<file path="config.mk">
export PLATFORM = sky130hd
export DESIGN_NAME = dual_speed_sensor_interlock_flat
export DESIGN_NICKNAME = d
export VERILOG_FILES = /design/src/rtl/core/dssi_pkg.sv /design/src/rtl/core/dssi_if.sv /design/src/rtl/core/dssi_cfg_regs.sv /design/src/rtl/core/dssi_vote.sv /design/src/rtl/core/dssi_unlock_timer.sv /design/src/rtl/core/dual_speed_sensor_interlock.sv /design/src/flat_wrapper.sv
export SDC_FILE = /design/constraint.sdc
export NUM_CORES = 1
export LEC_CHECK = 0
export ABC_AREA = 1
export BUFFER_PORTS_ARGS = -buffer_cell sky130_fd_sc_hd__buf_4
export CAP_MARGIN = 15
export CORE_ASPECT_RATIO = 1.1
export CORE_MARGIN = 4
export CORE_UTILIZATION = 65
export DETAILED_ROUTE_END_ITERATION = 10
export PLACE_DENSITY = 0.95
export SLEW_MARGIN = 20
export SYNTH_ARGS = -nofsm -noshare
export SYNTH_HDL_FRONTEND = slang
export SYNTH_SLANG_ARGS = --single-unit
</file>
<file path="constraint.sdc">
create_clock -name clk -period 24.3 [get_ports clk]
set_input_delay 2.43 -clock clk [delete_from_list [all_inputs] [get_ports clk]]
set_output_delay 2.43 -clock clk [all_outputs]
set_load 0.01 [all_outputs]
</file>
<file path="src/rtl/core/dssi_pkg.sv">
package dssi_pkg;

  localparam int SpeedW = 16;
  localparam int TimeW  = 32;
  localparam int CfgIdxW = 3;
  localparam int CodeW  = 3;
  localparam int SevW   = 2;

  localparam logic [CfgIdxW-1:0] REG_OPEN_TH     = 3'd0;
  localparam logic [CfgIdxW-1:0] REG_LOCK_TH     = 3'd1;
  localparam logic [CfgIdxW-1:0] REG_UNLOCK_TH   = 3'd2;
  localparam logic [CfgIdxW-1:0] REG_DISAGREE    = 3'd3;
  localparam logic [CfgIdxW-1:0] REG_MAX_PLAUS   = 3'd4;
  localparam logic [CfgIdxW-1:0] REG_HYSTERESIS  = 3'd5;

  localparam logic [CodeW-1:0] FAULT_NONE     = 3'd0;
  localparam logic [CodeW-1:0] FAULT_SEC_BAD  = 3'd1;
  localparam logic [CodeW-1:0] FAULT_PRI_BAD  = 3'd2;
  localparam logic [CodeW-1:0] FAULT_DISAGREE = 3'd3;
  localparam logic [CodeW-1:0] FAULT_BOTH_BAD = 3'd4;

  localparam logic [SevW-1:0] SEV_NONE     = 2'd0;
  localparam logic [SevW-1:0] SEV_MAJOR    = 2'd1;
  localparam logic [SevW-1:0] SEV_CRITICAL = 2'd2;

  typedef struct packed {
    logic [SpeedW-1:0] pri_reading;
    logic [SpeedW-1:0] sec_reading;
    logic              read_ok;
    logic [TimeW-1:0]  now_ms;
  } item_t;

  typedef struct packed {
    logic [SpeedW-1:0] voted_speed;
    logic              primary_ok;
    logic              secondary_ok;
    logic              safe_to_open;
    logic              lock_request;
    logic              unlock_request;
    logic [CodeW-1:0]  fault_code;
    logic [SevW-1:0]   fault_severity;
  } result_t;

  typedef struct packed {
    logic [SpeedW-1:0] open_threshold;
    logic [SpeedW-1:0] lock_threshold;
    logic [SpeedW-1:0] unlock_threshold;
    logic [SpeedW-1:0] disagree_limit;
    logic [SpeedW-1:0] max_plausible;
    logic [SpeedW-1:0] hysteresis_ms;
  } cfg_t;

  typedef struct packed {
    logic [SpeedW-1:0] speed;
    logic              p_ok;
    logic              s_ok;
    logic [CodeW-1:0]  code;
    logic [SevW-1:0]   sev;
  } vote_t;

endpackage

</file>
<file path="src/rtl/core/dssi_if.sv">
interface dssi_in_if import dssi_pkg::*; ();
  logic  valid;
  logic  ready;
  item_t data;

  modport source (output valid, output data, input ready);
  modport sink (input valid, input data, output ready);
endinterface

interface dssi_out_if import dssi_pkg::*; ();
  logic    valid;
  logic    ready;
  result_t data;

  modport source (output valid, output data, input ready);
  modport sink (input valid, input data, output ready);
endinterface

</file>
<file path="src/rtl/core/dssi_cfg_regs.sv">
module dssi_cfg_regs import dssi_pkg::*; (
  input  logic               clk,
  input  logic               rst_n,
  input  logic               cfg_we,
  input  logic [CfgIdxW-1:0] cfg_index,
  input  logic [SpeedW-1:0]  cfg_data,
  output cfg_t               cfg
);

  cfg_t cfg_r;

  always_ff @(posedge clk) begin
    if (!rst_n) begin
      cfg_r.open_threshold   <= 16'd10;
      cfg_r.lock_threshold   <= 16'd50;
      cfg_r.unlock_threshold <= 16'd20;
      cfg_r.disagree_limit   <= 16'd100;
      cfg_r.max_plausible    <= 16'd3000;
      cfg_r.hysteresis_ms    <= 16'd1000;
    end else if (cfg_we) begin
      case (cfg_index)
        REG_OPEN_TH:    cfg_r.open_threshold   <= cfg_data;
        REG_LOCK_TH:    cfg_r.lock_threshold   <= cfg_data;
        REG_UNLOCK_TH:  cfg_r.unlock_threshold <= cfg_data;
        REG_DISAGREE:   cfg_r.disagree_limit   <= cfg_data;
        REG_MAX_PLAUS:  cfg_r.max_plausible    <= cfg_data;
        REG_HYSTERESIS: cfg_r.hysteresis_ms    <= cfg_data;
        default: ;
      endcase
    end
  end

  assign cfg = cfg_r;

endmodule

</file>
<file path="src/rtl/core/dssi_vote.sv">
module dssi_vote import dssi_pkg::*; (
  input  item_t item,
  input  cfg_t  cfg,
  output vote_t vote
);

  logic              p_ok;
  logic              s_ok;
  logic [SpeedW-1:0] hi;
  logic [SpeedW-1:0] lo;
  logic [SpeedW:0]   sum;
  logic [SpeedW-1:0] fallback;

  assign p_ok = item.read_ok && (item.pri_reading <= cfg.max_plausible);
  assign s_ok = item.read_ok && (item.sec_reading <= cfg.max_plausible);
  assign hi = (item.pri_reading > item.sec_reading) ? item.pri_reading
                                                    : item.sec_reading;
  assign lo = (item.pri_reading > item.sec_reading) ? item.sec_reading
                                                    : item.pri_reading;
  assign sum = {1'b0, item.pri_reading} + {1'b0, item.sec_reading};
  // saturate at top of range
  assign fallback = (cfg.lock_threshold == {SpeedW{1'b1}}) ? {SpeedW{1'b1}}
                                                           : cfg.lock_threshold + SpeedW'(1);

  always_comb begin
    vote.p_ok = p_ok;
    vote.s_ok = s_ok;
    vote.code = FAULT_NONE;
    vote.sev  = SEV_NONE;
    if (p_ok && s_ok) begin
      if ((hi - lo) > cfg.disagree_limit) begin
        vote.speed = hi;
        vote.code  = FAULT_DISAGREE;
        vote.sev   = SEV_MAJOR;
      end else begin
        vote.speed = sum[SpeedW:1];
      end
    end else if (p_ok) begin
      vote.speed = item.pri_reading;
      vote.code  = FAULT_SEC_BAD;
      vote.sev   = SEV_MAJOR;
    end else if (s_ok) begin
      vote.speed = item.sec_reading;
      vote.code  = FAULT_PRI_BAD;
      vote.sev   = SEV_MAJOR;
    end else begin
      vote.speed = fallback;
      vote.code  = FAULT_BOTH_BAD;
      vote.sev   = SEV_CRITICAL;
    end
  end

endmodule

</file>
<file path="src/rtl/core/dssi_unlock_timer.sv">
module dssi_unlock_timer import dssi_pkg::*; (
  input  logic              clk,
  input  logic              rst_n,
  input  logic              step,
  input  logic [SpeedW-1:0] speed,
  input  logic [TimeW-1:0]  now_ms,
  input  logic [SpeedW-1:0] unlock_threshold,
  input  logic [SpeedW-1:0] hysteresis_ms,
  output logic              unlock_met
);

  logic             below_active_r;
  logic             below_active_nxt;
  logic [TimeW-1:0] below_start_r;
  logic [TimeW-1:0] below_start_nxt;
  logic             below;
  logic [TimeW-1:0] elapsed;

  assign below = speed < unlock_threshold;
  assign below_active_nxt = below;
  assign below_start_nxt = (below && !below_active_r) ? now_ms : below_start_r;
  // modular elapsed time
  assign elapsed = now_ms - below_start_nxt;
  assign unlock_met = below && (elapsed >= {{(TimeW-SpeedW){1'b0}}, hysteresis_ms});

  always_ff @(posedge clk) begin
    if (!rst_n) begin
      below_active_r <= 1'b0;
    end else if (step) begin
      below_active_r <= below_active_nxt;
    end
  end

  always_ff @(posedge clk) begin
    if (step) begin
      below_start_r <= below_start_nxt;
    end
  end

endmodule

</file>
<file path="src/rtl/core/dual_speed_sensor_interlock.sv">
// Dual speed sensor interlock: two-stage pipeline, input register then result register.
// An accepted request waits in the input register until the result register is free; a stalled result holds it there.
// Throughput: one request per cycle while out_ch.ready holds; the vote, threshold compares and 32-bit
// elapsed-time subtract sit in one combinational pass between the two registers.
// Reset (rst_n low, synchronous): pipeline empty, unlock timer idle, config at defaults.
module dual_speed_sensor_interlock import dssi_pkg::*; (
  input  logic               clk,
  input  logic               rst_n,
  dssi_in_if.sink            in_ch,
  dssi_out_if.source         out_ch,
  input  logic               cfg_we,
  input  logic [CfgIdxW-1:0] cfg_index,
  input  logic [SpeedW-1:0]  cfg_data
);

  cfg_t    cfg;
  vote_t   vote;
  item_t   item_r;
  logic    item_valid_r;
  result_t res_r;
  result_t res_nxt;
  logic    res_valid_r;
  logic    advance;
  logic    unlock_met;
  logic    any_ok;

  assign advance = item_valid_r && (!res_valid_r || out_ch.ready);
  assign in_ch.ready = !item_valid_r || advance;

  dssi_cfg_regs u_cfg (
    .clk       (clk),
    .rst_n     (rst_n),
    .cfg_we    (cfg_we),
    .cfg_index (cfg_index),
    .cfg_data  (cfg_data),
    .cfg       (cfg)
  );

  dssi_vote u_vote (
    .item (item_r),
    .cfg  (cfg),
    .vote (vote)
  );

  dssi_unlock_timer u_timer (
    .clk              (clk),
    .rst_n            (rst_n),
    .step             (advance),
    .speed            (vote.speed),
    .now_ms           (item_r.now_ms),
    .unlock_threshold (cfg.unlock_threshold),
    .hysteresis_ms    (cfg.hysteresis_ms),
    .unlock_met       (unlock_met)
  );

  assign any_ok = vote.p_ok || vote.s_ok;

  always_comb begin
    res_nxt.voted_speed    = vote.speed;
    res_nxt.primary_ok     = vote.p_ok;
    res_nxt.secondary_ok   = vote.s_ok;
    res_nxt.safe_to_open   = any_ok && (vote.speed < cfg.open_threshold);
    res_nxt.lock_request   = !any_ok || (vote.speed > cfg.lock_threshold);
    res_nxt.unlock_request = any_ok && unlock_met;
    res_nxt.fault_code     = vote.code;
    res_nxt.fault_severity = vote.sev;
  end

  always_ff @(posedge clk) begin
    if (!rst_n) begin
      item_valid_r <= 1'b0;
      res_valid_r  <= 1'b0;
    end else begin
      if (in_ch.ready) begin
        item_valid_r <= in_ch.valid;
      end
      if (advance) begin
        res_valid_r <= 1'b1;
      end else if (out_ch.ready) begin
        res_valid_r <= 1'b0;
      end
    end
  end

  always_ff @(posedge clk) begin
    if (in_ch.valid && in_ch.ready) begin
      item_r <= in_ch.data;
    end
    if (advance) begin
      res_r <= res_nxt;
    end
  end

  assign out_ch.valid = res_valid_r;
  assign out_ch.data  = res_r;

endmodule
</file>
<file path="src/flat_wrapper.sv">
// flat-port wrapper written by rule: the top's interface ports become plain ports
module dual_speed_sensor_interlock_flat import dssi_pkg::*;
  (clk, rst_n, cfg_we, cfg_index, cfg_data, in_ch_valid, in_ch_data, in_ch_ready, out_ch_valid, out_ch_data, out_ch_ready);
  dssi_in_if in_ch_i ();
  dssi_out_if out_ch_i ();
  input  logic clk;
  input  logic rst_n;
  input  logic cfg_we;
  input  logic [CfgIdxW-1:0] cfg_index;
  input  logic [SpeedW-1:0] cfg_data;
  input wire logic [$bits(in_ch_i.valid)-1:0] in_ch_valid;
  input wire logic [$bits(in_ch_i.data)-1:0] in_ch_data;
  output wire logic [$bits(in_ch_i.ready)-1:0] in_ch_ready;
  output wire logic [$bits(out_ch_i.valid)-1:0] out_ch_valid;
  output wire logic [$bits(out_ch_i.data)-1:0] out_ch_data;
  input wire logic [$bits(out_ch_i.ready)-1:0] out_ch_ready;
  assign in_ch_i.valid = in_ch_valid;
  assign in_ch_i.data = in_ch_data;
  assign in_ch_ready = in_ch_i.ready;
  assign out_ch_valid = out_ch_i.valid;
  assign out_ch_data = out_ch_i.data;
  assign out_ch_i.ready = out_ch_ready;
  dual_speed_sensor_interlock u_core (.clk(clk), .rst_n(rst_n), .in_ch(in_ch_i), .out_ch(out_ch_i), .cfg_we(cfg_we), .cfg_index(cfg_index), .cfg_data(cfg_data));
endmodule
</file>
==> results_dict.tcl, run 1 <==
set metrics [dict create \
    hold_violations 0 \
    rows 57 \
    tritoncts "done" \
    cp_data_required_time_ps 24590 \
    worst_setup_path_start_kind "register" \
    leakage_nw 7.56 \
    antenna_found_initial 0 \
    post_dp_cell_area_sq_um 15800 \
    cts_root_buf "clkbuf_16" \
    ys_ff_latch 221 \
    slew_headroom 0.351 \
    route.vias.total 13400 \
    start_util 0.663 \
    clk_latency_ps 550 \
    h-tree-depth 1 \
    yosys.cell_types.count 50 \
    worst_pin_slew_ps 970 \
    firstDrtPassIters 6 \
    cts_made_buffers 25 \
    path_clk_slew_ps 60 \
    fin_setup_tns_ps 0 \
    grt.total_usage 0.332 \
    die_w_um 152 \
    p_total_mw 1.38 \
    ys_top_cells_by_area "edfxtp_1 25%, ha_1 15%, dfxtp_1 13%" \
    endpoint_kind "register" \
    place_hpwl_mm 32.0 \
    synth-warning-count 0 \
    yosysTopAreaCell "edfxtp_1" \
    worstSetupPathType "register to register" \
    ys_seq_area_frac 0.382 \
    maxCapViolCount 0 \
    wl_per_cell_um 19.0 \
    cts.sinks 221 \
    report.final.slew_viol_count 0 \
    wl_mm 42.6 \
    gr-total-overflow 0 \
    rsz0062_at_grt "false" \
    place.gp.congestion 0.984 \
    syn_avg_cell_area_sq_um 8.09 \
    ir_worst_vdd_mv 0.0774 \
    drive_above_1_share 0.122 \
    setup_viol_count_final 0 \
    cts_hold_buf 0 \
    fmax_mhz 74.1 \
    cpMostUsedCell "inv_1" \
    final_cell_area_sq_um 16700 \
    holdCritPathClass "register to register" \
    syn_nets 2087 \
    antenna_left 0 \
    ys.flop_type "edfxtp_1" \
    post_cts_resized 0 \
    clockBufferDepth 3 \
    finalClockSkew_ps 17.2 \
    worstReg2RegEnd "u_core.out_ch.data[5]" \
    nNetsFinal 2185 \
    io_pins 117 \
    fp.dieH_um 166 \
    viasPerCell 5.99 \
    cp_slowest_cell "a2111oi_0" \
    synth_area_sq_um 14800 \
    drt_iter0_markers 1275 \
    remaining_drc_errors 0 \
    syn_inst 1824 \
    p_per_area_nw_per_um2 82.8 \
    async_reset_ff_frac 0 \
    synth_top_area_frac 0.248 \
    r2r_cells 66 \
    grt_pass1_wl_mm 67.1 \
    r2r_start "u_core.item_r[62]" \
    die_area_sq_um 25200 \
    finish.utilization 0.749 \
    outcome "completed" \
    cp-endpoint "u_core.out_ch.data[5]" \
    period_share 0.556 \
    r2r_slack_ps 10800 \
    grt_max_degree 96 \
    crit_fanout 47 \
    worst-endpoint-arrival_ps 13790 \
    core_area_sq_um 22300 \
    n_fill_cell 1652 \
    grt_pass1_vias 13000 \
    io_buffers 116 \
    post-cts-setup-buffers 0 \
    areaGrowthSynthToFinish_pct 12.9 \
    period_needed_ps 13500 \
    cp-startpoint "u_core.item_r[62]" \
    synth-edff-count 122 \
    slowest_delay_ps 730 \
]
area by class of cell:
type                       instances  area, sq um  share of cell area
multi-input combinational       1265         7830               0.470
sequential                       221         5650               0.339
inverter                         288         1080              0.0649
timing repair buffer             121          908              0.0545
clock buffer                      36          748              0.0449
tap                              295          369              0.0222
clock inverter                    10         77.6             0.00466
antenna                            1         2.50            0.000150
worst min-delay path by stage:
| stage | from | end | depth (start not counted) |
|---|---|---|---|
| CTS | u_core.u_cfg.cfg[85] | u_core.u_cfg.cfg[85] | 2 |
| floorplan | u_core.u_cfg.cfg[62] | u_core.u_cfg.cfg[62] | 2 |
| global route | u_core.u_cfg.cfg[85] | u_core.u_cfg.cfg[85] | 2 |
| global placement | u_core.u_cfg.cfg[84] | u_core.u_cfg.cfg[84] | 2 |
| detailed placement | u_core.u_cfg.cfg[85] | u_core.u_cfg.cfg[85] | 2 |
| finish | u_core.u_cfg.cfg[85] | u_core.u_cfg.cfg[85] | 2 |
critical path, delay by kind of cell (launching register included):
family | cells | cell delay, ps
AO/OA/AOI/OAI | 20 | 4720
XOR/XNOR | 2 | 310
adder cells (fa/ha/maj) | 5 | 1810
buffers and inverters | 12 | 2800
flip-flops | 1 | 530
AND/OR/NAND/NOR | 27 | 2950
synthesized netlist by cell type (7+ instances only):
cell and instances:
nor3_1 16, ha_1 172, o221ai_1 15, nor2_1 120, a211oi_1 10, inv_1 281
xnor2_1 7, or2_2 24, buf_2 9, a21oi_1 199, edfxtp_1 122, a31oi_1 9
dfxtp_1 99, o211ai_1 27, nand3_1 51, nand4_1 17, xor2_1 43, clkbuf_1 35
o22ai_1 11, o21bai_1 16, nand3_2 11, nand2_2 18, nand2_1 267, o21ai_0 186
cell families (layout without fill, tap and decap cells):
logic type	after synthesis	in the layout	share of synthesized area
AO/OA/AOI/OAI	497	497	0.188
XOR/XNOR	50	50	0.0297
adder cells (fa/ha/maj)	174	174	0.148
buffers and inverters	338	455	0.0879
flip-flops	221	221	0.382
other	0	1	0
AND/OR/NAND/NOR	544	544	0.164
routing by layer:
metal  routed length, um  share of wire  up-vias  GRT usage
met2               20000           0.47      584      0.538
met1               17700           0.42     6286      0.452
met4                1670          0.039        0      0.124
met5                   0              0        -          0
li1                    -              -     6415          -
met3                3230          0.076      125     0.0450
per-stage QoR:
stage          instances  hold WS [ps]  setup slack (ps)
2_1_floorplan       1824           435             14280
3_3_place_gp        2190           447             11810
3_5_place_dp        2190           454             11260
4_1_cts             2236           462             11130
5_1_grt             2236           488              9490
6_report            2237           464             10800
where the power goes:
part	internal (mW)	switching (mW)
Sequential	0.427	0.0140
Clock	0.216	0.162
Combinational	0.200	0.361
flip-flops by register name, indices dropped and copies added, names as in the netlist:
name / count
u_core.item_r: 65
u_core.item_valid_r: 1
u_core.out_ch.data: 25
u_core.out_ch.valid: 1
u_core.u_cfg.cfg: 96
u_core.u_timer.below_active_r: 1
u_core.u_timer.below_start_r: 32
cells in the final DEF, fill, tap and decap left out, types with 2 or more instances in the layout:
master / synthesis / routed
clkinv_4: 0 / 2
o21ai_1: 6 / 6
nor3_1: 16 / 16
a211oi_1: 10 / 10
xnor2_1: 7 / 7
nor4_1: 4 / 4
or2_2: 24 / 24
clkbuf_8: 0 / 6
nand3_1: 51 / 51
clkbuf_1: 35 / 4
o21bai_1: 16 / 16
o21ai_2: 2 / 2
nor2_2: 3 / 3
inv_2: 6 / 7
o211ai_1: 27 / 27
a2111oi_0: 2 / 2
nand2_1: 267 / 267
a31oi_1: 9 / 9
nor2_1: 120 / 120
xor2_1: 43 / 43
nand2_2: 18 / 18
fa_1: 2 / 2
inv_1: 281 / 280
ha_1: 172 / 172
o221ai_1: 15 / 15
a21oi_1: 199 / 198
a21o_1: 3 / 3
o21ai_0: 186 / 186
nor3_2: 3 / 3
o21a_1: 5 / 5
nand3_2: 11 / 11
dfxtp_1: 99 / 99
o22ai_1: 11 / 11
buf_4: 2 / 121
clkinv_2: 0 / 5
nand3b_1: 6 / 6
nand4_1: 17 / 17
clkbuf_16: 0 / 26
edfxtp_1: 122 / 122
(Power assumes the default switching activity.)
==> run 2, diff against run 1 <==
--- a/config.mk
+++ b/config.mk
@@ -10,9 +10,9 @@
 export CAP_MARGIN = 15
 export CORE_ASPECT_RATIO = 1.1
 export CORE_MARGIN = 4
-export CORE_UTILIZATION = 65
+export CORE_UTILIZATION = 61
 export DETAILED_ROUTE_END_ITERATION = 10
-export PLACE_DENSITY = 0.95
+export PLACE_DENSITY = 0.91
 export SLEW_MARGIN = 20
 export SYNTH_ARGS = -nofsm -noshare
 export SYNTH_HDL_FRONTEND = slang
==> constraint.sdc (replaced) <==
create_clock -name clk -period 12.9 [get_ports clk]
set_input_delay 1.29 -clock clk [delete_from_list [all_inputs] [get_ports clk]]
set_output_delay 1.29 -clock clk [all_outputs]
set_load 0.01 [all_outputs]
==> results_dict.tcl, run 2 (synthesized netlist as in run 1, its figures left out) <==
set metrics [dict create \
    hold_path_startpoint "u_core.u_cfg.cfg[55]" \
    holdCritPathClass "register to register" \
    cts.sinks 221 \
    cp-startpoint "u_core.item_r[61]" \
    finish.utilization 0.707 \
    endpoint_kind "register" \
    viasPerCell 5.92 \
    io_pins 117 \
    die_area_sq_um 26800 \
    worstSetupPathType "register to register" \
    grt.total_usage 0.303 \
    grt_max_degree 96 \
    n_fill_cell 1816 \
    fmax_mhz 85.8 \
    report.final.slew_viol_count 0 \
    period_needed_ps 11650 \
    final_cell_area_sq_um 16800 \
    mostFrequentLayoutCell "inv_1" \
    firstDrtPassIters 6 \
    antenna_found_initial 1 \
    cpMostUsedCell "nand2_1" \
    drt_iter0_markers 1254 \
    remaining_drc_errors 0 \
    place.gp.congestion 0.990 \
    cts_root_buf "clkbuf_16" \
    place_hpwl_mm 31.1 \
    hold_depth 2 \
    r2r_start "u_core.item_r[61]" \
    h-tree-depth 1 \
    start_util 0.621 \
    wl_mm 41.4 \
    switching_power_mw 1.00 \
    period_share 0.903 \
    fin_setup_tns_ps 0 \
    gr-total-overflow 0 \
    slowest_delay_ps 520 \
    leakage_nw 7.62 \
    grt_pass1_vias 13000 \
    largest_reg_flops 96 \
    post_cts_resized 0 \
    internal-power_mw 1.65 \
    worst-endpoint-arrival_ps 11960 \
    antenna_left 0 \
    hold_path_end "u_core.u_cfg.cfg[55]" \
    die_w_um 156 \
    cts_hold_buf 0 \
    rsz0062_at_grt "false" \
    p_seq_frac 0.313 \
    route.vias.total 13300 \
    outcome "completed" \
    post_dp_cell_area_sq_um 15900 \
    maxCapViolCount 0 \
    p_clk_frac 0.289 \
    fp.dieH_um 171 \
    grt_pass1_wl_mm 65.7 \
    p_per_area_nw_per_um2 158 \
    r2r_cells 66 \
    finalClockSkew_ps 23.5 \
    n_antenna_cell 0 \
    holdWs_ps 463 \
    worst_setup_path_start_kind "register" \
    cp_data_required_time_ps 13210 \
    clk_latency_ps 560 \
    most-common-layout-cells "280 x inv_1, 267 x nand2_1, 196 x a21oi_1" \
    slew_headroom 0.348 \
    pwr-share-comb 0.398 \
    worstReg2RegEnd "u_core.out_ch.data[5]" \
    io_buffers 116 \
    tritoncts "done" \
    cts_made_buffers 26 \
    nNetsFinal 2191 \
    hold_violations 0 \
    p_total_mw 2.66 \
    core_area_sq_um 23800 \
    wl_per_cell_um 18.4 \
    areaGrowthSynthToFinish_pct 13.8 \
    path_clk_slew_ps 60 \
    drive_above_1_share 0.125 \
    crit_fanout 47 \
    switching_share 0.378 \
    r2r_slack_ps 1250 \
    post-cts-setup-buffers 0 \
    clockBufferDepth 3 \
    worst_pin_slew_ps 974 \
    ir_worst_vdd_mv 0.116 \
    setup_viol_count_final 0 \
    cp_slowest_cell "edfxtp_1" \
    rows 59 \
]
[run 2: cell count changes in the layout (fill, tap and decap cells not counted), moves of 2 or more]
cell	change
bufinv_16	+3
a21oi_2	+2
clkbuf_8	-2
a21oi_1	-2
clkinv_1	+4
buf_4	+5
clkbuf_1	-2
[run 2: area by class of cell]
cell class	instances	area, sq um	area share
clock buffer	33	738	0.0440
clock inverter	15	160	0.00954
inverter	288	1080	0.0645
multi-input combinational	1265	7840	0.467
sequential	221	5650	0.336
tap	305	382	0.0227
timing repair buffer	126	946	0.0563
[run 2: worst max-delay path by stage]
stage | endpoint | slack, ps | cells after the start
floorplan | u_core.out_ch.data[5] | 2880 | 73
global placement | u_core.out_ch.data[5] | 1890 | 69
detailed placement | u_core.out_ch.data[5] | 1400 | 70
CTS | u_core.out_ch.data[5] | 1330 | 70
global route | u_core.out_ch.data[5] | 70 | 69
finish | u_core.out_ch.data[5] | 1250 | 66
[run 2: routing by layer]
layer / up-vias / track usage / wire length (um) / share of wire
met5: - / 0 / 13 / 0.00031
met4: 2 / 0.102 / 1420 / 0.034
met3: 125 / 0.0364 / 3130 / 0.075
met2: 587 / 0.515 / 19900 / 0.48
met1: 6186 / 0.401 / 17000 / 0.41
li1: 6431 / - / - / -
[run 2: through the flow]
| stage | worst slack (ps) | std cells |
|---|---|---|
| finish | 1250 | 2253 |
| global route | 71.2 | 2253 |
| CTS | 1330 | 2253 |
| detailed placement | 1400 | 2205 |
| global placement | 1890 | 2205 |
| floorplan | 2880 | 1824 |
[run 2: power groups by stage]
stage | registers, mW | logic (mW) | clock network (mW)
floorplan | 0.840 | 0.752 | 0
global placement | 0.844 | 0.983 | 0
detailed placement | 0.845 | 1.02 | 0
CTS | 0.831 | 1.04 | 0.773
global route | 0.835 | 1.19 | 0.802
finish | 0.832 | 1.06 | 0.767
[run 2: worst max-delay path, delay by kind of cell (launching register included)]
family          cells  cell delay (ps)
buf+inv            12             2010
xor+xnor            2              370
fa+ha+maj           5             1850
compound gates     19             3420
flops               1              520
simple gates       28             3190
